===== src/rtl/xrg_pkg.sv =====
// Shared types and constants for the xoshiro256++ range generator.
`timescale 1ns / 1ps
`default_nettype none

package xrg_pkg;

   localparam int WordWidth     = 64;
   localparam int BoundWidth    = 32;
   localparam int SpanWidth     = BoundWidth + 1;
   localparam int SeedCount     = 4;
   localparam int SeedIdxWidth  = 2;
   localparam int CsrAddrWidth  = 5;
   localparam int QueueDepth    = 4;
   localparam int QueuePtrWidth = 2;
   localparam int QueueCntWidth = QueuePtrWidth + 1;

   localparam logic [WordWidth-1:0] Seed0Reset = 64'hDEADBEAFDEADBEAF;
   localparam logic [WordWidth-1:0] Seed1Reset = 64'hABADCAFEABADCAFE;
   localparam logic [WordWidth-1:0] Seed2Reset = 64'hCDCDCDCDCDCDCDCD;
   localparam logic [WordWidth-1:0] Seed3Reset = 64'hA5A5A5A5A5A5A5A5;

   // register indexes
   localparam logic [SeedIdxWidth-1:0] RegSeed0 = 2'd0;
   localparam logic [SeedIdxWidth-1:0] RegSeed1 = 2'd1;
   localparam logic [SeedIdxWidth-1:0] RegSeed2 = 2'd2;
   localparam logic [SeedIdxWidth-1:0] RegSeed3 = 2'd3;

   // one classified request, handed from front to back
   typedef struct packed {
      logic                  bad;
      logic [BoundWidth-1:0] lower;
      logic [SpanWidth-1:0]  span;
      logic [WordWidth-1:0]  raw;
   } xrg_entry_type;

   // queue status seen by the back end
   typedef struct packed {
      logic empty;
      logic full;
   } xrg_qstat_type;

endpackage

`default_nettype wire


===== src/rtl/xrg_front.sv =====
// Front end: seed registers, generator state, request classification.
`timescale 1ns / 1ps
`default_nettype none

module xrg_front import xrg_pkg::*; (
   input  wire logic                    clock,
   input  wire logic                    reset,
   input  wire logic                    csr_wr,
   input  wire logic [SeedIdxWidth-1:0] csr_idx,
   input  wire logic [WordWidth-1:0]    csr_wdata,
   output logic      [WordWidth-1:0]    csr_rdata,
   input  wire logic                    req_accept,
   input  wire logic [BoundWidth-1:0]   lower_bound,
   input  wire logic [BoundWidth-1:0]   upper_bound,
   output xrg_entry_type                entry
);

   logic [WordWidth-1:0] seed_ff  [SeedCount];
   logic [WordWidth-1:0] state_ff [SeedCount];
   logic [WordWidth-1:0] state_in [SeedCount];
   logic [WordWidth-1:0] sum03, raw, t, s0x, s1x, s2x, s3x;
   logic                 bad;

   assign bad   = (upper_bound <= lower_bound);
   assign sum03 = state_ff[0] + state_ff[3];
   assign raw   = {sum03[40:0], sum03[63:41]} + state_ff[0];

   always_comb begin
      t   = {state_ff[1][46:0], 17'd0};
      s2x = state_ff[2] ^ state_ff[0];
      s3x = state_ff[3] ^ state_ff[1];
      s1x = state_ff[1] ^ s2x;
      s0x = state_ff[0] ^ s3x;
      state_in[0] = s0x;
      state_in[1] = s1x;
      state_in[2] = s2x ^ t;
      state_in[3] = {s3x[18:0], s3x[63:19]};
   end

   always_comb begin
      entry.bad   = bad;
      entry.lower = lower_bound;
      entry.span  = {1'b0, upper_bound} - {1'b0, lower_bound} + SpanWidth'(1);
      entry.raw   = bad ? '0 : raw;
   end

   assign csr_rdata = seed_ff[csr_idx];

   always_ff @(posedge clock) begin
      if (reset) begin
         seed_ff[RegSeed0]  <= Seed0Reset;
         seed_ff[RegSeed1]  <= Seed1Reset;
         seed_ff[RegSeed2]  <= Seed2Reset;
         seed_ff[RegSeed3]  <= Seed3Reset;
         state_ff[RegSeed0] <= Seed0Reset;
         state_ff[RegSeed1] <= Seed1Reset;
         state_ff[RegSeed2] <= Seed2Reset;
         state_ff[RegSeed3] <= Seed3Reset;
      end else if (csr_wr) begin
         seed_ff[csr_idx]  <= csr_wdata;
         state_ff[csr_idx] <= csr_wdata;
      end else if (req_accept && !bad) begin
         for (int i = 0; i < SeedCount; i++) begin
            state_ff[i] <= state_in[i];
         end
      end
   end

endmodule

`default_nettype wire


===== config.mk =====
export PLATFORM = sky130hd
export DESIGN_NAME = xrg_front
export DESIGN_NICKNAME = d
export VERILOG_FILES = /design/src/rtl/xrg_pkg.sv /design/src/rtl/xrg_front.sv
export SDC_FILE = /design/constraint.sdc
export NUM_CORES = 1
export LEC_CHECK = 0
export BUFFER_PORTS_ARGS = -buffer_cell sky130_fd_sc_hd__buf_2
export CAP_MARGIN = 20
export CORE_UTILIZATION = 40
export DETAILED_ROUTE_END_ITERATION = 8
export PLACE_DENSITY = 0.59
export SKIP_LAST_GASP = 1
export SLEW_MARGIN = 30
export SYNTH_ARGS = -nofsm -noshare
export SYNTH_HDL_FRONTEND = slang
export SYNTH_SLANG_ARGS = --single-unit

===== constraint.sdc =====
create_clock -name clock -period 7.6 [get_ports clock]
set_input_delay 0.76 -clock clock [delete_from_list [all_inputs] [get_ports clock]]
set_output_delay 0.76 -clock clock [all_outputs]
set_load 0.05 [all_outputs]

Yosys cells after proc, flatten, opt, wreduce, memory -nomap -nowiden
Memories as Yosys holds them, arrays and structs flattened.
Index checks and enable logic that the tools add are counted.
Operators by class
  add/sub/neg operators: 4
  $mul: 0
  div/mod/pow operators: 0
  $lt $le $gt $ge: 1
  eq/ne operators: 0
  shifts and indexed selects: 0
  multiplexer cells: 20
  bitwise operators: 9
  reductions and logical operators: 4
Operators with widths (number)
  $mux 64: 7
  $xor 64x64->64: 5
  $add 64x64->64: 2
  $reduce_or 64->1: 2
  $add 33x1->33 const B: 1
  $sub 32x32->33: 1
  $le 32x32->1: 1
  $mux 1: 11
  $mux 2: 2
  $or 1x1->1: 4
  $logic_and 1x1->1: 1
  $logic_not 1->1: 1
Word-level totals
  flip-flop bits (word level): 0
  bits in latches: 0
  memory bits (writable): 512
  ROM bits: 0
  input port bits: 134
  output and inout port bits: 194
  logic and storage cells: 40
  memories: 2
Memories
  seed_ff: depth 4, bits a word 64, rd ports 1, clocked after memory_dff 0, wr ports 4, line xrg_front.sv:18  | logic [WordWidth-1:0] seed_ff [SeedCount];
  state_ff: depth 4, bits a word 64, rd ports 4, clocked after memory_dff 0, wr ports 4, line xrg_front.sv:19  | logic [WordWidth-1:0] state_ff [SeedCount];

Longest topological paths before layout
  depth in word-level cells: 9
  gate-level depth with buffers: 24
  depth with buffers taken out: 24

Worst setup path after synthesis
No wires, ideal clock.
  kind: reg2out
  start: mem state_ff[0][0]
  end: out entry[56] (netlist bit)
  arrival: 6.140 ns
  required time: 6.840 ns
  setup slack: 0.700 ns
  stages on the path, launching flop included: 24
  path buffers: 0
  cells stage by stage: edfxtp_1 -> ha_1 -> inv_1 -> fa_1 -> nand2b_1 -> a21oi_1 -> o211ai_1 -> a21oi_1 -> o21ai_0 -> and2_1 -> o41ai_1 -> nor3_1 -> o31ai_1 -> xor2_1 -> ha_1 -> and2_1 -> and4_1 -> a221oi_1 -> o32a_1 -> a21oi_1 -> o311ai_1 -> a21oi_1 -> o21a_1 -> nor3_1
RTL lines
  start, declared: line xrg_front.sv:19
  end, declared: line xrg_front.sv:15  | output xrg_entry_type entry

==> key figures <==
Power
  – Cell Pwr Density: about 240 mW/mm²
  – Power Total: between 0.009 and 0.01 W
  – Worst VDD drop: roughly 0.0002 V
  – Cell leakage power: roughly 15 nW

CTS
  – Clk pin slew, worst setup/hold paths: ~0.06 ns
  – CTS tree: yes
  – Clock Latency Late Sink: around 0.63 ns
  – Htree depth: 2
  – CTS Root Cell: clkbuf_16
  – CTS hold repair buffers: 0
  – Max Root-Sink Buffers: 3
  – Clock buffer count from CTS: approximately 50
  – Sink Count: ~500

Global route
  – First-pass GRT wire length: around 180000 µm
  – Initial antenna violation count: 4
  – Number of global-route vias before repair: 25087
  – Congestion Overflow GR: 0
  – Largest net degree at the start of global routing: 218
  – Gr usage total: 0.288

Worst setup path
  – Crit path max fanout: 5
  – Worst R2R End: state_ff[0][8]
  – R2R Path Start: state_ff[1][8]
  – Slowest CP cell: edfxtp_1
  – Worst path max stage delay: approximately 0.41 ns
  – Critical path launch point type: flop
  – Worst-case reg-to-reg path depth: 3
  – CP Launch Point: state_ff[0][0]
  – Required time of the critical path: about 6.8 ns
  – WP data arrival: ~6.7 ns
  – Element type at the critical path end: output pin
  – CP delay by family, top: compound AO/OA/AOI/OAI gates
  – WP buf/inv: 3
  – R2R setup slack: 5.60 ns
  – Most used cell, CP: a21oi_2
  – Setup CP Type: flop to output pin

Drt
  – Post-route DRC: 0
  – DR WL/cell: about 28 µm
  – Drt first pass iters: 6
  – Final ANT Viol Nets: 0
  – Drt initial violations: roughly 2700
  – Final wirelength: between 100000 and 150000 µm
  – Vias per cell: ~5.8
  – DR vias: roughly 26000

Layout
  – Share of cells above drive strength 1: 0.185
  – Most frequent cells in the layout: edfxtp_1 (512), buf_2 (320), xor2_1 (242)
  – Nets@finish: 3651
  – Commonest non-fill, non-tap cell in the layout: edfxtp_1
  – Layout area overhead: 14.4%

Logic synthesis
  – Fraction of registers with async set/reset: 0
  – Seq/Total Area, Yosys: 0.455
  – Syn nets: around 3300
  – Yosys warns: 0
  – Avg Synthesized Cell Area: around 11 µm²
  – EDFF count, synth: roughly 510
  – Ys flop type: edfxtp_1
  – Synth unique cells: 73
  – Post-Synthesis Cells: between 2000 and 3000
  – Yosys reg bits: just over 500
  – Mapped cell area: 0.0338 mm²

Floorplanning
  – Top-Level Pins: about 330
  – Chip height: ~290 µm
  – Core area: around 0.084 mm²
  – Chip width: 293 µm
  – Initial Util: 0.404
  – Core Rows: about 110
  – Die ar.: ~0.086 mm²

STA
  – Setup Viol. Count Final: 0
  – Slew margin rel.: 0.334
  – Final hold violation count: 0
  – Slew of the pin with the lowest slew margin: 0.999 ns
  – Clk_skew: ~0.031 ns
  – Fin crit share: 0.980
  – Hold_ws: roughly 0.46 ns
  – Fmax: 134 MHz
  – Tmin final: ~7.4 ns
  – Slew Viols, Final: 0

Placement
  – Routability congestion estimate: roughly 0.96
  – Post-DP HPWL: around 95000 µm
  – Port Buffer Count: about 330

Hold path
  – Worst Hold Depth: 2
  – Hold endpoint: seed_ff[3][55]
  – Path type of the worst min-delay path: primary input to flop
  – HP Start: csr_wdata[55]

Job
  – Max-Cap Viols: 0

Run status
  – Status: finished clean
[flip-flops by register name (all words and copies together) (netlist names)]
register  flops
state_ff    256
seed_ff     256
[kinds of logic (layout without fill, tap and decap cells)]
logic type,after synthesis,in the layout,synth area share
AND/OR/NAND/NOR,712,712,0.112
buffers and inverters,268,619,0.0342
adder cells (fa/ha/maj),218,218,0.0848
XOR/XNOR,447,447,0.116
other,0,1,0
AO/OA/AOI/OAI,762,762,0.154
multiplexers,68,68,0.0439
flip-flops,512,512,0.455
[worst max-delay path by stage]
stage               cells past startpoint         to
global route                           25  entry[60]
CTS                                    25  entry[63]
global placement                       23  entry[59]
floorplan                              23  entry[56]
finish                                 25  entry[56]
detailed placement                     23  entry[59]
[routing by layer]
layer,track usage,routed length [µm],vias to the layer above
li1,-,-,11537
met2,0.470,58500,1101
met3,0.0417,9750,164
met5,0,0,-
met4,0.0850,4010,0
met1,0.398,53300,12901
[synthesized netlist by cell type, types with 91 or more instances]
library cell,count,share of area
edfxtp_1,512,0.46
xor2_1,242,0.063
xnor2_1,205,0.053
ha_1,200,0.074
a21oi_1,181,0.027
nand2b_1,181,0.034
a21boi_0,132,0.029
a21o_1,132,0.029
nor2_1,132,0.015
nand2_1,124,0.014
inv_1,117,0.013
and2_1,105,0.019
o21ai_0,103,0.015
clkbuf_1,91,0.010
[layout make-up]
type	count	area [µm²]
multi-input combinational	2207	17500
tap	1080	1350
clock inverter	35	312
sequential	512	15400
fill	7920	44900
antenna	1	2.50
clock buffer	57	1300
timing repair buffer	410	2350
inverter	117	439
[metrics by stage]
step | util | TNS (ns) | setup WS [ns] | cell area (µm²) | std cells
after floorplan | - | 0 | 0.700 | 33800 | 2987
after global placement | 0.438 | 0 | 0.240 | 36600 | 4302
after detailed placement | 0.438 | 0 | 0.177 | 36600 | 4302
after CTS | 0.458 | 0 | 0.0254 | 38300 | 4399
after global routing | 0.462 | -0.0425 | -0.0108 | 38600 | 4418
final | 0.462 | 0 | 0.152 | 38600 | 4419
[where the power goes]
group	internal, W	switching, W
sequential	0.00331	0.000127
combinational	0.00106	0.00242
clock	0.00137	0.00116
[what timing repair did]
action                     in CTS  in global routing
setup buffers                   5                 16
gates resized for setup        11                 41
setup endpoints to repair      16                 22
pin swaps                       2                 11
gates cloned                    0                  0
(Power assumes the default switching activity.)
