**config.mk**
```make
export PLATFORM = sky130hd
export DESIGN_NAME = xrg_back
export DESIGN_NICKNAME = d
export VERILOG_FILES = /design/src/rtl/xrg_pkg.sv /design/src/rtl/xrg_back.sv
export SDC_FILE = /design/constraint.sdc
export NUM_CORES = 2
export LEC_CHECK = 0
export ABC_AREA = 1
export BUFFER_PORTS_ARGS = -buffer_cell sky130_fd_sc_hd__buf_2
export CAP_MARGIN = 5
export CORE_MARGIN = 2
export CORE_UTILIZATION = 40
export DETAILED_ROUTE_END_ITERATION = 10
export GPL_ROUTABILITY_DRIVEN = 0
export HOLD_SLACK_MARGIN = 0.02
export SLEW_MARGIN = 20
export SYNTH_ARGS = -nofsm -noshare
export SYNTH_HDL_FRONTEND = slang
export SYNTH_SLANG_ARGS = --single-unit
```
**constraint.sdc**
```tcl
create_clock -name clock -period 22.3 [get_ports clock]
set_input_delay 3.345 -clock clock [delete_from_list [all_inputs] [get_ports clock]]
set_output_delay 3.345 -clock clock [all_outputs]
set_load 0.01 [all_outputs]
```
**src/rtl/xrg_pkg.sv**
```systemverilog
// Shared types and constants for the xoshiro256++ range generator.
`timescale 1ns / 1ps
`default_nettype none

package xrg_pkg;

   localparam int WordWidth     = 64;
   localparam int BoundWidth    = 32;
   localparam int SpanWidth     = BoundWidth + 1;
   localparam int SeedCount     = 4;
   localparam int SeedIdxWidth  = 2;
   localparam int CsrAddrWidth  = 5;
   localparam int QueueDepth    = 4;
   localparam int QueuePtrWidth = 2;
   localparam int QueueCntWidth = QueuePtrWidth + 1;

   localparam logic [WordWidth-1:0] Seed0Reset = 64'hDEADBEAFDEADBEAF;
   localparam logic [WordWidth-1:0] Seed1Reset = 64'hABADCAFEABADCAFE;
   localparam logic [WordWidth-1:0] Seed2Reset = 64'hCDCDCDCDCDCDCDCD;
   localparam logic [WordWidth-1:0] Seed3Reset = 64'hA5A5A5A5A5A5A5A5;

   // register indexes
   localparam logic [SeedIdxWidth-1:0] RegSeed0 = 2'd0;
   localparam logic [SeedIdxWidth-1:0] RegSeed1 = 2'd1;
   localparam logic [SeedIdxWidth-1:0] RegSeed2 = 2'd2;
   localparam logic [SeedIdxWidth-1:0] RegSeed3 = 2'd3;

   // one classified request, handed from front to back
   typedef struct packed {
      logic                  bad;
      logic [BoundWidth-1:0] lower;
      logic [SpanWidth-1:0]  span;
      logic [WordWidth-1:0]  raw;
   } xrg_entry_type;

   // queue status seen by the back end
   typedef struct packed {
      logic empty;
      logic full;
   } xrg_qstat_type;

endpackage

`default_nettype wire

```
**src/rtl/xrg_back.sv**
```systemverilog
// Back end: fixed-point range scaling pipeline and result register.
`timescale 1ns / 1ps
`default_nettype none

module xrg_back import xrg_pkg::*; (
   input  wire logic                  clock,
   input  wire logic                  reset,
   input  wire xrg_qstat_type         qstat,
   input  wire xrg_entry_type         qdata,
   output logic                       pop,
   output logic                       rsp_valid,
   input  wire logic                  rsp_ready,
   output logic      [BoundWidth-1:0] ranged_value,
   output logic      [WordWidth-1:0]  raw_output,
   output logic                       bad_range
);

   localparam int FracWidth = 53;
   localparam int FracHiW   = FracWidth - BoundWidth;
   localparam int P0Width   = BoundWidth + SpanWidth;
   localparam int P1Width   = FracHiW + SpanWidth;

   logic                  adv;
   logic [FracWidth-1:0]  frac;

   // stage 1: partial products
   logic                  s1_valid_ff;
   logic                  s1_bad_ff;
   logic [BoundWidth-1:0] s1_lower_ff;
   logic [WordWidth-1:0]  s1_raw_ff;
   logic [P0Width-1:0]    s1_p0_ff;
   logic [P1Width-1:0]    s1_p1_ff;

   // stage 2: combined product, already scaled by 2^-32
   logic                  s2_valid_ff;
   logic                  s2_bad_ff;
   logic [BoundWidth-1:0] s2_lower_ff;
   logic [WordWidth-1:0]  s2_raw_ff;
   logic [P1Width-1:0]    s2_mid_ff;

   // result register
   logic                  out_valid_ff;
   logic [BoundWidth-1:0] out_value_ff;
   logic [WordWidth-1:0]  out_raw_ff;
   logic                  out_bad_ff;

   assign adv  = !out_valid_ff || rsp_ready;
   assign pop  = adv && !qstat.empty;
   assign frac = qdata.raw[WordWidth-1:WordWidth-FracWidth];

   always_ff @(posedge clock) begin
      if (reset) begin
         s1_valid_ff  <= 1'b0;
         s2_valid_ff  <= 1'b0;
         out_valid_ff <= 1'b0;
      end else if (adv) begin
         s1_valid_ff  <= pop;
         s2_valid_ff  <= s1_valid_ff;
         out_valid_ff <= s2_valid_ff;
      end
   end

   always_ff @(posedge clock) begin
      if (adv) begin
         s1_bad_ff   <= qdata.bad;
         s1_lower_ff <= qdata.lower;
         s1_raw_ff   <= qdata.raw;
         s1_p0_ff    <= P0Width'(frac[BoundWidth-1:0]) * P0Width'(qdata.span);
         s1_p1_ff    <= P1Width'(frac[FracWidth-1:BoundWidth]) * P1Width'(qdata.span);

         s2_bad_ff   <= s1_bad_ff;
         s2_lower_ff <= s1_lower_ff;
         s2_raw_ff   <= s1_raw_ff;
         s2_mid_ff   <= s1_p1_ff + P1Width'(s1_p0_ff[P0Width-1:BoundWidth]);

         out_bad_ff   <= s2_bad_ff;
         out_raw_ff   <= s2_raw_ff;
         // a full 2^32 span lands here too: mid is then the fraction itself
         out_value_ff <= s2_bad_ff ? '0
                         : s2_lower_ff + s2_mid_ff[FracWidth-1:FracWidth-BoundWidth];
      end
   end

   assign rsp_valid    = out_valid_ff;
   assign ranged_value = out_value_ff;
   assign raw_output   = out_raw_ff;
   assign bad_range    = out_bad_ff;

   a_bad_zero: assert property (@(posedge clock) disable iff (reset)
      (out_valid_ff && out_bad_ff) |-> (out_value_ff == '0 && out_raw_ff == '0))
      else $error("bad range result carries nonzero data");
   a_mid_fits: assert property (@(posedge clock) disable iff (reset)
      (s2_valid_ff && !s2_bad_ff) |-> !s2_mid_ff[P1Width-1])
      else $error("scaled product exceeds fraction range");
   a_stall_holds: assert property (@(posedge clock) disable iff (reset)
      (!adv && s2_valid_ff) |=> (s2_valid_ff && $stable(s2_mid_ff)))
      else $error("pipeline moved during output stall");

endmodule

`default_nettype wire

```
; ---- Yosys cells after proc, flatten, opt, wreduce, memory -nomap -nowiden
; Index checks and enable logic that the tools add are counted.
; Widths: inputs -> output; s select.
[word_totals]
wordCells = 23
output_inout_bits = 99
register_bits = 465
[op_classes]
reduce_logical = 4
n_mul = 2
addsub = 2
[op_table]
columns = cell, n
row1 = $mul 32x33->65, 1
row2 = $add 53x33->53, 1
row3 = $mul 21x33->53, 1
row4 = $add 32x32->32, 1
row5 = $logic_not 1->1, 2
row6 = $logic_and 1x1->1, 1
row7 = $logic_or 1x1->1, 1

; ---- Logic depth before layout (Yosys ltp)
[logic_depth]
depth_word = 3
ltp_mapped = 33
mapped_depth_nobuf = 31

; ---- Worst setup path before layout
; OpenSTA, ideal clock, no wires.
[synth_timing]
kind = in2reg
startpoint = input rsp_ready
endpoint = register out_bad_ff, in the netlist bad_range (enable)
path_slack_ns = 10.202
cell_stages = 2
n_path_buf = 0
t_arrival_ns = 11.338
path_cell_list = nor2_1 -> inv_1
[synth_between]
elab_chain_len = 1
[synth_rtl]
columns = element, line
row1 = "start, declared", xrg_back.sv:12  ; input wire logic rsp_ready,
row2 = $logic_or 1x1->1, xrg_back.sv:47  ; assign adv = !out_valid_ff || rsp_ready;
row3 = "end signal, assigned", xrg_back.sv:76  ; out_bad_ff <= s2_bad_ff;
row4 = "end, declared", xrg_back.sv:45  ; logic out_bad_ff;
; No other way between the ends.
; A chain may end at the register's enable or synchronous reset.

; ---- Worst setup path in the final report
[layout_timing]
startpoint = input qdata[89] (netlist name)
endpoint = register s1_p0_ff[62], data pin
[layout_between]
elab_chain_len = 1
[layout_rtl]
columns = element, line
row1 = "start, declared", xrg_back.sv:9  ; input wire xrg_entry_type qdata,
row2 = $mul 32x33->65, xrg_back.sv:68  ; s1_p0_ff <= P0Width'(frac[BoundWidth-1:0]) * P0Width'(qdata.span);
row3 = "end signal, assigned", xrg_back.sv:68
row4 = "end, declared", xrg_back.sv:31  ; logic [P0Width-1:0] s1_p0_ff;
; No other way between the ends.

==> impl_metrics.py <==
metrics = {
    "outcome": {
        "outcome": "complete, no violations",
    },
    "clocking": {
        "clk_pin_slew_ps": 60,
        "cts_buffers": 49,
        "hold_buffers": 0,
        "postCtsSetupRepairBufs": 0,
        "cts_tree": "done",
        "htreeDepth": 2,
        "cts_resized": 0,
        "clockBufferDepth": 3,
        "cts.sinks": 412,
        "clk_latency_ps": 700,
        "ctsRootBufferMaster": "clkbuf_16",
    },
    "routing": {
        "vias": 59000,
        "detail-route-antenna-nets": 0,
        "viasPerCell": 5.00,
        "drt_iter0_drc": 4646,
        "wl_per_cell_um": 17.8,
        "dr.pass1.iters": 6,
        "drc": 0,
        "routed_wl_um": 211000,
    },
    "floorplanning": {
        "die_y_um": 441,
        "rows": 160,
        "floorplan.die.width_um": 441,
        "ios": 234,
        "dieArea_mm2": 0.194,
        "initial_utilization_pct": 40.2,
        "core-area_mm2": 0.190,
    },
    "grt": {
        "grt_usage_pct": 22.4,
        "grt_pass1_wl_um": 342000,
        "antenna_found_initial": 6,
        "gr-total-overflow": 0,
        "grt_pass1_vias": 63200,
        "grt_max_degree": 173,
    },
    "synth": {
        "synth_ff_type": "edfxtp_1",
        "synth_cells": 9327,
        "synth_area_mm2": 0.0764,
        "avgSynthCellArea_um2": 8.19,
        "ys_types": 44,
        "synth_edf_count": 409,
        "yosysSeqAreaShare_pct": 16.2,
        "syn_nets": 11500,
        "yosysWarnings": 0,
        "yosys_register_bits": 412,
        "synth_async_sr_flop_share_pct": 0,
    },
    "setup_path": {
        "critPathRequiredTime_ps": 22690,
        "crit_fanout": 32,
        "cp_slowest_cell": "buf_4",
        "worstPathArrival_ps": 10800,
        "startpoint_type": "primary input",
        "max_stage_delay_ps": 600,
        "critical_path_class": "primary input to register",
        "cpMostUsedCell": "fa_1",
        "worstSetupEndpointType": "register",
    },
    "sta": {
        "max_freq_mhz": 96.0,
        "slew-limit-headroom_pct": 27.3,
        "finalHoldViolations": 0,
        "rsz0062_at_grt": "no",
        "skew_ps": 64.3,
        "fin_setup_tns_ps": 0,
        "period_share_pct": 46.7,
        "setup_viol": 0,
        "period_minus_slack_ps": 10410,
        "worst_hold_slack_ps": 393,
        "maxSlewViolCount": 0,
        "worst_slack_ps": 11890,
        "tightestPinTransition_ps": 1090,
    },
    "final_layout": {
        "multi_input_area_mm2": 0.0526,
        "areaGrowthSynthToFinish_pct": 6.31,
        "final_cell_mix": "inv_1 (2635), nand2_1 (2559), fa_1 (1511)",
        "n_fill_cell": 18700,
        "drive_gt1_share_pct": 4.51,
        "area.sequential_mm2": 0.0123,
        "final_common_cell": "inv_1",
        "final_nets": 11400,
    },
    "place": {
        "place_ws_ps": 11340,
        "dp_hpwl_um": 163000,
        "portBuffers": 232,
    },
    "flow_run": {
        "drv_cap": 0,
    },
    "hold_path": {
        "hold_path_class": "register to register",
    },
}
## area by class of cell
| class | instances | share of cell area (%) |
|---|---|---|
| multi-input combinational | 5858 | 64.7 |
| sequential | 412 | 15.2 |
| inverter | 2647 | 12.2 |
| tap | 2511 | 3.87 |
| timing repair buffer | 288 | 1.98 |
| clock buffer | 58 | 1.55 |
| clock inverter | 30 | 0.425 |
| antenna | 2 | 0.00616 |
## sequential cells by signal (all words and copies together), names as in the netlist
signal,flops
raw_output,64
s1_raw_ff,64
s2_raw_ff,64
s1_p1_ff,53
s1_p0_ff,33
ranged_value,32
s1_lower_ff,32
s2_lower_ff,32
s2_mid_ff,32
bad_range,1
rsp_valid,1
s1_bad_ff,1
s1_valid_ff,1
s2_bad_ff,1
s2_valid_ff,1
## per-layer routing
metal  vias up  share of wire [%]  global-route usage, %
met5         -              0.030                      0
met4         8                3.7                   7.66
met3       402                7.4                   2.91
met2      2271                 47                   37.1
met1     29700                 42                   30.2
li1      26700                  -                      -
## worst max-delay path, delay by kind of cell
family | cells | cell delay, ps
adders and majority gates | 9 | 4480
buffers and inverters | 7 | 1320
AOI/OAI and AO/OA | 5 | 1230
and+or+nand+nor | 4 | 350
## path summary, 6_finish.rpt
check	startpoint	cells past startpoint	endpoint	slack, ps
setup / recovery	qdata[89]	25	s1_p0_ff[62]$_DFFE_PN_	11890
hold / removal	s2_raw_ff[47]$_DFFE_PN_	0	raw_output[47]$_DFFE_PN_	390
setup reg to reg	rsp_valid$_SDFFE_PP0N_	4	s1_raw_ff[19]$_DFFE_PN_	19750
hold reg to reg	s2_raw_ff[47]$_DFFE_PN_	0	raw_output[47]$_DFFE_PN_	390
## synth_stat cells, drive strengths merged (4+ instances only)
cell type  instances  area (µm²)
and2               4        25.0
a21oi            276        1390
edfxtp           409       12300
a21o              19         143
buf               18        72.6
o21ai            161         821
nand2           2568        9660
clkbuf           392        1470
xor2              46         403
xnor2             14         123
nand3b            13        97.6
o21a              12        90.1
ha               483        6040
nor4              12        93.8
nor2             445        1730
nand4             39         244
nor3              45         252
fa              1511       30200
inv             2646        9930
nand3            157         801
o21bai            38         297
## per-stage QoR
step / instances / utilization [%] / cell area (µm²)
after detailed placement: 11700 / 41.9 / 79600
after global placement: 11700 / 41.9 / 79600
final: 11800 / 42.7 / 81200
after CTS: 11800 / 42.7 / 81200
after floorplan: 9327 / - / 76400
after global routing: 11800 / 42.7 / 81200
## cell families after synthesis
kind of cell / Yosys count / synth area share, %
compound gates: 517 / 3.69
xor+xnor: 60 / 0.688
fa+ha+maj: 1994 / 47.5
buf+inv: 3057 / 15.0
flops: 412 / 16.2
simple gates: 3287 / 16.9
Power is left out: the tool's default activity adds up to more than one toggle a clock period on the data nets, which glitch-free logic cannot reach.
