`src/rtl/xrg_pkg.sv`:
```
// Shared types and constants for the xoshiro256++ range generator.
`timescale 1ns / 1ps
`default_nettype none

package xrg_pkg;

   localparam int WordWidth     = 64;
   localparam int BoundWidth    = 32;
   localparam int SpanWidth     = BoundWidth + 1;
   localparam int SeedCount     = 4;
   localparam int SeedIdxWidth  = 2;
   localparam int CsrAddrWidth  = 5;
   localparam int QueueDepth    = 4;
   localparam int QueuePtrWidth = 2;
   localparam int QueueCntWidth = QueuePtrWidth + 1;

   localparam logic [WordWidth-1:0] Seed0Reset = 64'hDEADBEAFDEADBEAF;
   localparam logic [WordWidth-1:0] Seed1Reset = 64'hABADCAFEABADCAFE;
   localparam logic [WordWidth-1:0] Seed2Reset = 64'hCDCDCDCDCDCDCDCD;
   localparam logic [WordWidth-1:0] Seed3Reset = 64'hA5A5A5A5A5A5A5A5;

   // register indexes
   localparam logic [SeedIdxWidth-1:0] RegSeed0 = 2'd0;
   localparam logic [SeedIdxWidth-1:0] RegSeed1 = 2'd1;
   localparam logic [SeedIdxWidth-1:0] RegSeed2 = 2'd2;
   localparam logic [SeedIdxWidth-1:0] RegSeed3 = 2'd3;

   // one classified request, handed from front to back
   typedef struct packed {
      logic                  bad;
      logic [BoundWidth-1:0] lower;
      logic [SpanWidth-1:0]  span;
      logic [WordWidth-1:0]  raw;
   } xrg_entry_type;

   // queue status seen by the back end
   typedef struct packed {
      logic empty;
      logic full;
   } xrg_qstat_type;

endpackage

`default_nettype wire

```
`src/rtl/xrg_queue.sv`:
```
// Short FIFO between front and back ends.
`timescale 1ns / 1ps
`default_nettype none

module xrg_queue import xrg_pkg::*; (
   input  wire logic          clock,
   input  wire logic          reset,
   input  wire logic          push,
   input  wire xrg_entry_type push_data,
   input  wire logic          pop,
   output xrg_entry_type      pop_data,
   output xrg_qstat_type      stat
);

   xrg_entry_type            mem_ff [QueueDepth];
   logic [QueuePtrWidth-1:0] wptr_ff, rptr_ff;
   logic [QueueCntWidth-1:0] count_ff;

   assign stat.empty = (count_ff == '0);
   assign stat.full  = (count_ff == QueueCntWidth'(QueueDepth));
   assign pop_data   = mem_ff[rptr_ff];

   always_ff @(posedge clock) begin
      if (push) begin
         mem_ff[wptr_ff] <= push_data;
      end
   end

   always_ff @(posedge clock) begin
      if (reset) begin
         wptr_ff  <= '0;
         rptr_ff  <= '0;
         count_ff <= '0;
      end else begin
         if (push) wptr_ff <= wptr_ff + QueuePtrWidth'(1);
         if (pop)  rptr_ff <= rptr_ff + QueuePtrWidth'(1);
         count_ff <= count_ff + QueueCntWidth'(push) - QueueCntWidth'(pop);
      end
   end

   a_no_overflow: assert property (@(posedge clock) disable iff (reset)
      stat.full |-> !push) else $error("queue push while full");
   a_no_underflow: assert property (@(posedge clock) disable iff (reset)
      stat.empty |-> !pop) else $error("queue pop while empty");
   a_count_range: assert property (@(posedge clock) disable iff (reset)
      count_ff <= QueueCntWidth'(QueueDepth)) else $error("queue count out of range");

endmodule

`default_nettype wire

```
`config.mk`:
```
export PLATFORM = sky130hd
export DESIGN_NAME = xrg_queue
export DESIGN_NICKNAME = d
export VERILOG_FILES = /design/src/rtl/xrg_pkg.sv /design/src/rtl/xrg_queue.sv
export SDC_FILE = /design/constraint.sdc
export NUM_CORES = 1
export LEC_CHECK = 0
export BUFFER_PORTS_ARGS = -buffer_cell sky130_fd_sc_hd__buf_4
export CAP_MARGIN = 30
export CORE_ASPECT_RATIO = 0.5
export CORE_MARGIN = 2
export CORE_UTILIZATION = 61
export CTS_CLUSTER_DIAMETER = 150
export CTS_CLUSTER_SIZE = 16
export DETAILED_ROUTE_END_ITERATION = 12
export PLACE_DENSITY_LB_ADDON = 0.2
export SYNTH_ARGS = -nofsm -noshare
export SYNTH_HDL_FRONTEND = slang
export SYNTH_SLANG_ARGS = --single-unit
```
`constraint.sdc`:
```
create_clock -name clock -period 7 [get_ports clock]
set_input_delay 1.4 -clock clock [delete_from_list [all_inputs] [get_ports clock]]
set_output_delay 1.4 -clock clock [all_outputs]
set_load 0.05 [all_outputs]
```
== Word level (Yosys, flattened, before mapping) ==
Memories as Yosys holds them, arrays and structs flattened. A register that Yosys moved wholly into a read port is not among the register bits.
Cells that the tools add are included.

* Input port bits: 134
* Bits in writable memories: 520
* Word-level logic and storage cells: 14
* Memories kept: 1
* Flip-flop bits (word level): 7
* Output and inout port bits: 132

{| class="wikitable"
|+ Memories
! name !! depth !! width !! read ports !! clocked after memory_dff !! write ports !! line !! text
|-
| mem_ff || 4 || 130 || 1 || 1 || 1 || xrg_queue.sv:15 || <nowiki>xrg_entry_type mem_ff [QueueDepth];</nowiki>
|}

* Reduce and logical (&&, ||, !) cells: 1
* Mux-type cells: 4
* $add $sub $neg: 4
* Equal/unequal tests: 1

{| class="wikitable"
|+ Operators by type and width
! operator !! number
|-
| adder 2 x 1 -> 2 bit, second input constant || 2
|-
| two-way mux 2 bit || 2
|-
| adder 3 x 1 -> 3 bit || 1
|-
| == test 3 bit, second input constant || 1
|-
| logical NOT 3 bit || 1
|-
| subtractor 3 x 1 -> 3 bit || 1
|-
| two-way mux 1 bit || 2
|}

== Depth between registers and ports, before layout ==
Gate-level depths: netlist of the first run.

* Depth after elaboration: 3
* Mapped depth: 7
* Mapped depth without buffers: 7

== Least setup slack after synthesis of the first run ==
OpenSTA, ideal clock, no wires.

* Path type: input to register
* Start: input push
* End: memory mem_ff[0][0] (netlist name), enable pin
* Stages: 1
* Buffers on the path: 0
* Path slack: 2,118 ps
* Data arrival time: 4,377 ps
* Library setup time: 504 ps
* Cells stage by stage: and2_1

* Cells in the longest elaborated chain, start to end: 2

{| class="wikitable"
|+ RTL lines
! item !! line !! text
|-
| from (decl) || xrg_queue.sv:8 || <nowiki>input wire logic push,</nowiki>
|-
| two-way mux 1 bit || xrg_queue.sv:24 || <nowiki>if (push) begin</nowiki>
|-
| two-way mux 1 bit (implied by the code) || xrg_queue.sv:25 || <nowiki>mem_ff[wptr_ff] <= push_data;</nowiki>
|-
| to (decl) || xrg_queue.sv:15 ||
|}

No other way between the ends.

==> results.txt, run 1 <==
Lkg Pwr: 7.56 nW
Clock transition at path regs: 0.07 ns
HP Class: reg2reg
Yosys warns: 0
Multiplexer area fraction after synthesis: 15.2%
Max Clock Freq: 229 MHz
CP arrival: 2.97 ns
Num Clock Sinks: 529
Die X: 256 um
Synth Area in Simple Gates: 0.389%
Slowest CP cell: dfxtp_4
Crit-path max FO: 97
Slew Limit Fails: 0
Critical path class: reg2out
WL/cell: 23.9 um
Total die area: 0.0332 sq mm
Adder-Cell Fraction of Synth Area: 0.493%
NumNets Final: 1148
Data required, critical path: 5.60 ns
Depth of the most critical reg-to-reg path: 3
XOR/XNOR Fraction of Synth Area: 0.214%
Seq/Total Area, Yosys: 81.8%
Die Y: 130 um
Initial antenna violation count: 0
Clock insertion delay at the later pin of the skew report: 0.53 ns
Compound-cell area share of the yosys netlist: 0.0778%
Tot Pwr: 0.00681 W
Dpl ws: 3.08 ns
R2R Setup Slk: 4.54 ns
H-tree levels: 2
Syn nets: 862
Detail Route Antenna Nets: 0
Number of diodes: 0
Fin crit share: 62.4%
Hold Vio Cnt, Final: 0
Root buf cell: clkbuf_16
Number of global-route vias before repair: 8766
Post-CTS Setup Bufs: 0
Min Tclk post-route: 4.37 ns
Critical Path, Cell by Cell: buf_12, mux4_2, buf_4
Worst reg2reg endpoint: mem_ff[3][107]
Slew headroom: 35.3%
RSZ-0062 raised after global routing: no
I/O pin total: 266
Max IR drop VDD: 0.000291 V
PwrDens: 300 mW/mm^2
Syn Inst Count: 721
Post-DP HPWL: 20700 um
Post-DR vias/cell: 5.78
Drt total wl: 34500 um
Syn avg cell area: 26.8 sq um
Area Overhead vs Synth: 17.7%
Worst-margin pin slew: 0.970 ns
Crit path largest cell delay: 0.79 ns
Final setup fails: 0
Hold-fix buffers at CTS: 0
CTS resizes: 0
Port bufs: 265
Pin count of the biggest net entering global routing: 101
Critical path destination: pop_data[26]
Setup crit end kind: output port
All-Layer GR Usage: 20.9%
Row cnt: 45
Core Region: 0.0307 sq mm
Clock Skew: 0.0103 ns
Starting Density: 62.8%
Worst setup SP type: flip-flop
Outcome: complete, no violations
Largest family of logic cells by synthesized area: multiplexers
Detailed Routing Iterations Pass 1: 4
Final WS setup: 2.63 ns
CTS Buffer Depth: 3
Total global routing overflow: 0
GPL Wtd Cong: 0.731
FF-to-FF Start: wptr_ff[0]
Post-route setup TNS: 0 ns
Commonest non-fill, non-tap cell in the layout: edfxtp_1
Synth Cell Area: 0.0193 sq mm
CTS tree: yes
CTS Buf Count: 39
Layout cells sized above 1: 44.3%
Vias: 8353
Most frequent cells in the layout: 520 x edfxtp_1, 271 x buf_4, 130 x mux4_2
First-pass GRT wire length: 51500 um
DRC Markers: 0
Number of DRC markers in iteration 0: 544
Post-synth cell types: 23
Number of synthesized register bits: 529
Number of max-cap violations: 0
==> cells in the mapped netlist (all sizes together) <==
master / instances / area, sq um
a21bo: 1 / 10.0
nor3: 1 / 5.00
and2: 4 / 25.0
a21oi: 1 / 5.00
and3: 1 / 6.26
xnor2: 2 / 17.5
xor3: 1 / 23.8
dfxtp: 9 / 180
nor2b: 2 / 12.5
inv: 6 / 22.5
nor2: 5 / 18.8
buf: 28 / 315
edfxtp: 520 / 15600
ha: 6 / 75.1
mux4: 130 / 2930
mux2i: 1 / 10.0
nand3b: 1 / 7.51
fa: 1 / 20.0
clkbuf: 1 / 3.75
==> metal layers <==
layer | wire length, um | share of wire (%) | GRT usage, %
met4 | 753 | 2.2 | 5.37
met1 | 14100 | 41 | 27.7
met2 | 18300 | 53 | 36.8
met3 | 1390 | 4.0 | 4.06
met5 | 0 | 0 | 0
==> power breakdown <==
part	leakage, nW	internal [W]	switching (W)
Clock	0.529	0.00107	0.000976
Sequential	4.85	0.00364	0.0000557
Combinational	2.18	0.000382	0.000686
==> critical path: cells and delay by family, from the launching register on <==
| family | cells | cell delay, ns |
|---|---|---|
| buf+inv | 2 | 0.80 |
| flops | 1 | 0.79 |
| mux | 1 | 0.63 |
==> final cells by class <==
class / count / area (sq um)
fillers: 1795 / 8020
flip-flops and latches: 529 / 15800
well taps: 423 / 529
inverters: 6 / 22.5
multi-input cells: 157 / 3170
repair buffers: 274 / 2090
clock inverters: 1 / 16.3
clock buffers: 55 / 1080
==> worst min-delay path by stage <==
stage / from / to / slack (ns) / cells past startpoint
3_3_place_gp: rptr_ff[1] / flip-flop / 0.50 / 2
4_1_cts: rptr_ff[0] / flip-flop / 0.57 / 2
5_1_grt: wptr_ff[0] / wptr_ff[0] / 0.61 / 2
3_5_place_dp: rptr_ff[1] / flip-flop / 0.55 / 2
6_report: rptr_ff[0] / flip-flop / 0.58 / 2
2_1_floorplan: rptr_ff[1] / flip-flop / 0.49 / 2
==> cell families (layout without fill, tap and decap cells) <==
logic type               after synthesis  after routing
AO/OA/AOI/OAI                          2              2
adder cells (fa/ha/maj)                7              7
multiplexers                         131            131
buffers and inverters                 35            336
AND/OR/NAND/NOR                       14             14
XOR/XNOR                               3              3
flip-flops                           529            529
==> registers in the layout (all words and copies together) (netlist names), named ones only <==
register and flops:
wptr_ff 2, rptr_ff 2, mem_ff 520, count_ff 3
==> per-stage QoR <==
step	cell area, sq um	hold slack, ns	cells	utilization (%)
after floorplan	19300	0.492	721	-
after global placement	21600	0.497	1389	70.3
after detailed placement	21600	0.550	1389	70.3
after CTS	22700	0.565	1445	73.9
after global routing	22700	0.609	1445	73.9
final	22700	0.577	1445	73.9
Note: power is estimated with default switching activity, not from simulation.
==> run 2, diff against run 1 <==
- CORE_UTILIZATION: 61 -> 51
- clock period: 7 -> 3.5 ns (I/O delays scaled with it)
==> results.txt, run 2 (synthesis results as in run 1) <==
Pin count of the biggest net entering global routing: 79
Outcome: complete, no violations
Total global routing overflow: 0
I/O pin total: 266
Number of diodes: 0
Num Clock Sinks: 529
PwrDens: 595 mW/mm^2
CP Buf/Inv Count: 2
Clock transition at path regs: 0.07 ns
Die X: 279 um
H-tree levels: 2
Slew Limit Fails: 0
Crit-path max FO: 37
Setup crit end kind: output port
CP arrival: 2.27 ns
Die Y: 142 um
Lkg Pwr: 7.62 nW
Hold Vio Cnt, Final: 0
CTS Buffer Depth: 3
Clock insertion delay at the later pin of the skew report: 0.53 ns
Row cnt: 50
CTS tree: yes
Number of max-cap violations: 0
Placed inst area: 0.0219 sq mm
Core Region: 0.0373 sq mm
Data required, critical path: 2.80 ns
Most frequent cells in the layout: 520 x edfxtp_1, 269 x buf_4, 130 x mux4_2
Worst path top cell family by delay: flip-flops
Crit path largest cell delay: 0.77 ns
Max Clock Freq: 337 MHz
Min Tclk post-route: 2.97 ns
Finished Cell Area: 0.0230 sq mm
First-pass GRT wire length: 52800 um
RSZ-0062 raised after global routing: no
Number of global-route vias before repair: 8849
Top Registers: mem_ff x520, count_ff x3
Most used cell, CP: buf_4
Area Overhead vs Synth: 18.9%
DRC Markers: 0
Port bufs: 265
Fin crit share: 84.8%
Top reg by flops: mem_ff
Worst setup SP type: flip-flop
Post-DR vias/cell: 5.48
NumNets Final: 1154
Slew headroom: 45.0%
Worst-margin pin slew: 0.825 ns
Max IR drop VDD: 0.000376 V
Final setup fails: 0
Post-DP HPWL: 21100 um
Initial antenna violation count: 1
Hold-fix buffers at CTS: 0
Critical Path, Cell by Cell: buf_4, mux4_2, buf_4
Commonest non-fill, non-tap cell in the layout: edfxtp_1
WL/cell: 23.2 um
CTS resizes: 0
Starting Density: 51.7%
Slowest CP cell: dfxtp_4
Root buf cell: clkbuf_16
HP Class: in2reg
Critical path class: reg2out
Detailed Routing Iterations Pass 1: 4
All-Layer GR Usage: 17.9%
Fillers: 2564
Vias: 8334
Max reg flops: 520
Post-route setup TNS: 0 ns
Drt total wl: 35300 um
Clock Skew: 0.0147 ns
CTS Buf Count: 39
Number of DRC markers in iteration 0: 606
Total die area: 0.0395 sq mm
Detail Route Antenna Nets: 0
Final core utilization: 61.5%
GPL Wtd Cong: 0.699
Layout cells sized above 1: 44.6%
Post-CTS Setup Bufs: 0
## run 2: cell count changes in the layout (fill, tap and decap cells not counted), sizes merged
| cell | before | now |
|---|---|---|
| buf | 274 | 280 |
## run 2: where the power goes
group	total, W	internal, W	leakage [nW]	switching [W]
Sequential	0.00735	0.00727	4.85	0.0000795
Combinational	0.00219	0.000784	2.24	0.00141
Clock	0.00412	0.00214	0.529	0.00198
Total	0.0137	0.0102	7.62	0.00347
## run 2: cell type report
class | instances | area (sq um) | area share (%)
multi-input combinational | 157 | 3170 | 13.8
sequential | 529 | 15800 | 68.9
tap | 494 | 618 | 2.69
inverter | 6 | 22.5 | 0.0981
clock inverter | 1 | 16.3 | 0.0709
clock buffer | 55 | 1080 | 4.70
timing repair buffer | 280 | 2240 | 9.76
## run 2: layer usage
| metal | track usage (%) | part of all wire (%) | vias up |
|---|---|---|---|
| met5 | 0 | 0.037 | - |
| met4 | 4.67 | 2.1 | 2 |
| met3 | 3.11 | 3.4 | 51 |
| met2 | 32.1 | 55 | 135 |
| met1 | 23.0 | 40 | 4470 |
| li1 | - | - | 3676 |
## run 2: worst paths after layout
check | start | depth (start not counted) | end | slack (ns)
worst max-delay path | flip-flop | 3 | pop_data[121] | 0.53
worst min-delay path | push_data[88] | 1 | mem_ff[0][88] | 0.36
worst max register to register | wptr_ff[1] | 4 | mem_ff[1][35] | 1.66
worst min register to register | rptr_ff[0] | 2 | flip-flop | 0.54
## run 2: through the flow
step | power, W | cells | setup WS (ns) | hold WS (ns)
global placement | 0.00969 | 1466 | 1.05 | 0.498
finish | 0.0137 | 1522 | 0.533 | 0.358
detailed placement | 0.00973 | 1466 | 1.06 | 0.518
floorplan | 0.00902 | 721 | 0.758 | 0.492
global route | 0.0142 | 1522 | 0.416 | 0.330
CTS | 0.0138 | 1522 | 0.452 | 0.327
==> run 3, diff against run 2 <==
- CORE_UTILIZATION: 51 -> 57
- clock period: 3.5 -> 3.03 ns (I/O delays scaled with it)
==> results.txt, run 3 (synthesis results as in run 1) <==
Min-delay src: push_data[67]
CP Buf/Inv Count: 2
CTS resizes: 0
Critical path class: reg2out
GPL Wtd Cong: 0.727
Flop pwr share: 53.7%
RSZ-0062 raised after global routing: no
Slowest CP cell: dfxtp_4
Detailed Routing Iterations Pass 1: 4
DRC Markers: 0
Top Registers: mem_ff x520, count_ff x3
Die Y: 134 um
Hold Vio Cnt, Final: 0
Die X: 264 um
Crit path largest cell delay: 0.58 ns
Max Clock Freq: 349 MHz
Critical Path, Cell by Cell: buf_12, mux4_2, buf_4
Commonest non-fill, non-tap cell in the layout: edfxtp_1
Num Clock Sinks: 529
Fin crit share: 94.4%
Port bufs: 265
Final core utilization: 69.3%
Min Tclk post-route: 2.86 ns
HP Class: in2reg
Lkg Pwr: 7.69 nW
Post-DP HPWL: 22500 um
Total global routing overflow: 0
Clock Skew: 0.0163 ns
Data required, critical path: 2.42 ns
Clock insertion delay at the later pin of the skew report: 0.53 ns
Root buf cell: clkbuf_16
Layout cells sized above 1: 45.2%
Number of global-route vias before repair: 8994
All-Layer GR Usage: 20.6%
WL/cell: 24.2 um
Worst-margin pin slew: 0.581 ns
Max IR drop VDD: 0.000532 V
Top reg by flops: mem_ff
Final setup fails: 0
Power share of the clock group: 30.2%
Vias: 8430
Switching part of the total: 25.4%
Core Region: 0.0332 sq mm
Dpl ws: 0.692 ns
Final WS setup: 0.168 ns
Hold-fix buffers at CTS: 0
FF-to-FF Start: wptr_ff[0]
CP arrival: 2.26 ns
NumNets Final: 1166
PwrDens: 688 mW/mm^2
Slew headroom: 61.3%
CTS tree: yes
Switching Power: 0.00403 W
Setup crit end kind: output port
Worst path top cell family by delay: flip-flops
Detail Route Antenna Nets: 0
Power share of the combinational group: 16.1%
I/O pin total: 266
Row cnt: 47
Crit-path max FO: 32
Drt total wl: 35900 um
Number of diodes: 0
Most frequent cells in the layout: 520 x edfxtp_1, 278 x buf_4, 130 x mux4_2
Initial antenna violation count: 0
Area Overhead vs Synth: 19.3%
Number of max-cap violations: 0
Number of DRC markers in iteration 0: 553
Worst setup SP type: flip-flop
H-tree levels: 2
Post-route setup TNS: 0 ns
Post-DR vias/cell: 5.69
Int Pwr: 0.0118 W
Pin count of the biggest net entering global routing: 45
Starting Density: 58.1%
CTS Buf Count: 39
Slew Limit Fails: 0
Post-CTS Setup Bufs: 0
First-pass GRT wire length: 54300 um
Max reg flops: 520
Outcome: complete, no violations
CTS Buffer Depth: 3
Total die area: 0.0354 sq mm
Clock transition at path regs: 0.07 ns
## run 3: cell types whose count changed in the layout (fill, tap and decap cells not counted)
cell | previous run | this run
buf_12 | 11 | 14
buf_4 | 269 | 278
clkbuf_1 | 14 | 15
## run 3: layout make-up
| type | count | area (sq um) |
|---|---|---|
| clock inverters | 1 | 16.3 |
| multi-input cells | 157 | 3170 |
| fillers | 1972 | 10200 |
| clock buffers | 56 | 1080 |
| repair buffers | 292 | 2370 |
| well taps | 441 | 552 |
| flip-flops and latches | 529 | 15800 |
| inverters | 6 | 22.5 |
## run 3: metal layers
metal	share of wire, %	up-vias	GRT usage [%]	wire length (um)
met5	0	-	0	0
met4	1.6	0	4.51	589
met3	3.8	38	3.62	1370
met2	54	172	36.9	19500
met1	40	4528	27.0	14400
li1	-	3692	-	-
## run 3: worst register-to-register path, cell delays in order (launching register included)
cell and delay, ns:
dfxtp_1 0.35, inv_1 0.09, ha_1 0.15, and2_4 0.52
buf_12 0.34
## run 3: per-stage QoR
stage	total power, W	cell area, sq um	instances	hold WS [ns]
3_5_place_dp	0.0113	21900	1425	0.518
6_report	0.0158	23000	1482	0.265
5_1_grt	0.0164	23000	1482	0.239
4_1_cts	0.0160	23000	1482	0.236
2_1_floorplan	0.0104	19300	721	0.492
3_3_place_gp	0.0112	21900	1425	0.496
## run 3: path summary, 6_finish.rpt
kind                    to  slack (ns)  cells after the start
max           pop_data[30]        0.17                      3
min          mem_ff[0][67]        0.26                      1
max reg2reg  mem_ff[2][33]        1.22                      4
min reg2reg      flip-flop        0.53                      2
## run 3: power by group through the flow
stage          clock [W]  combinational [W]  sequential (W)
2_1_floorplan          0            0.00179         0.00864
3_3_place_gp           0            0.00256         0.00865
3_5_place_dp           0            0.00259         0.00868
5_1_grt          0.00516            0.00267         0.00854
6_report         0.00478            0.00255         0.00851
4_1_cts          0.00489            0.00259         0.00851
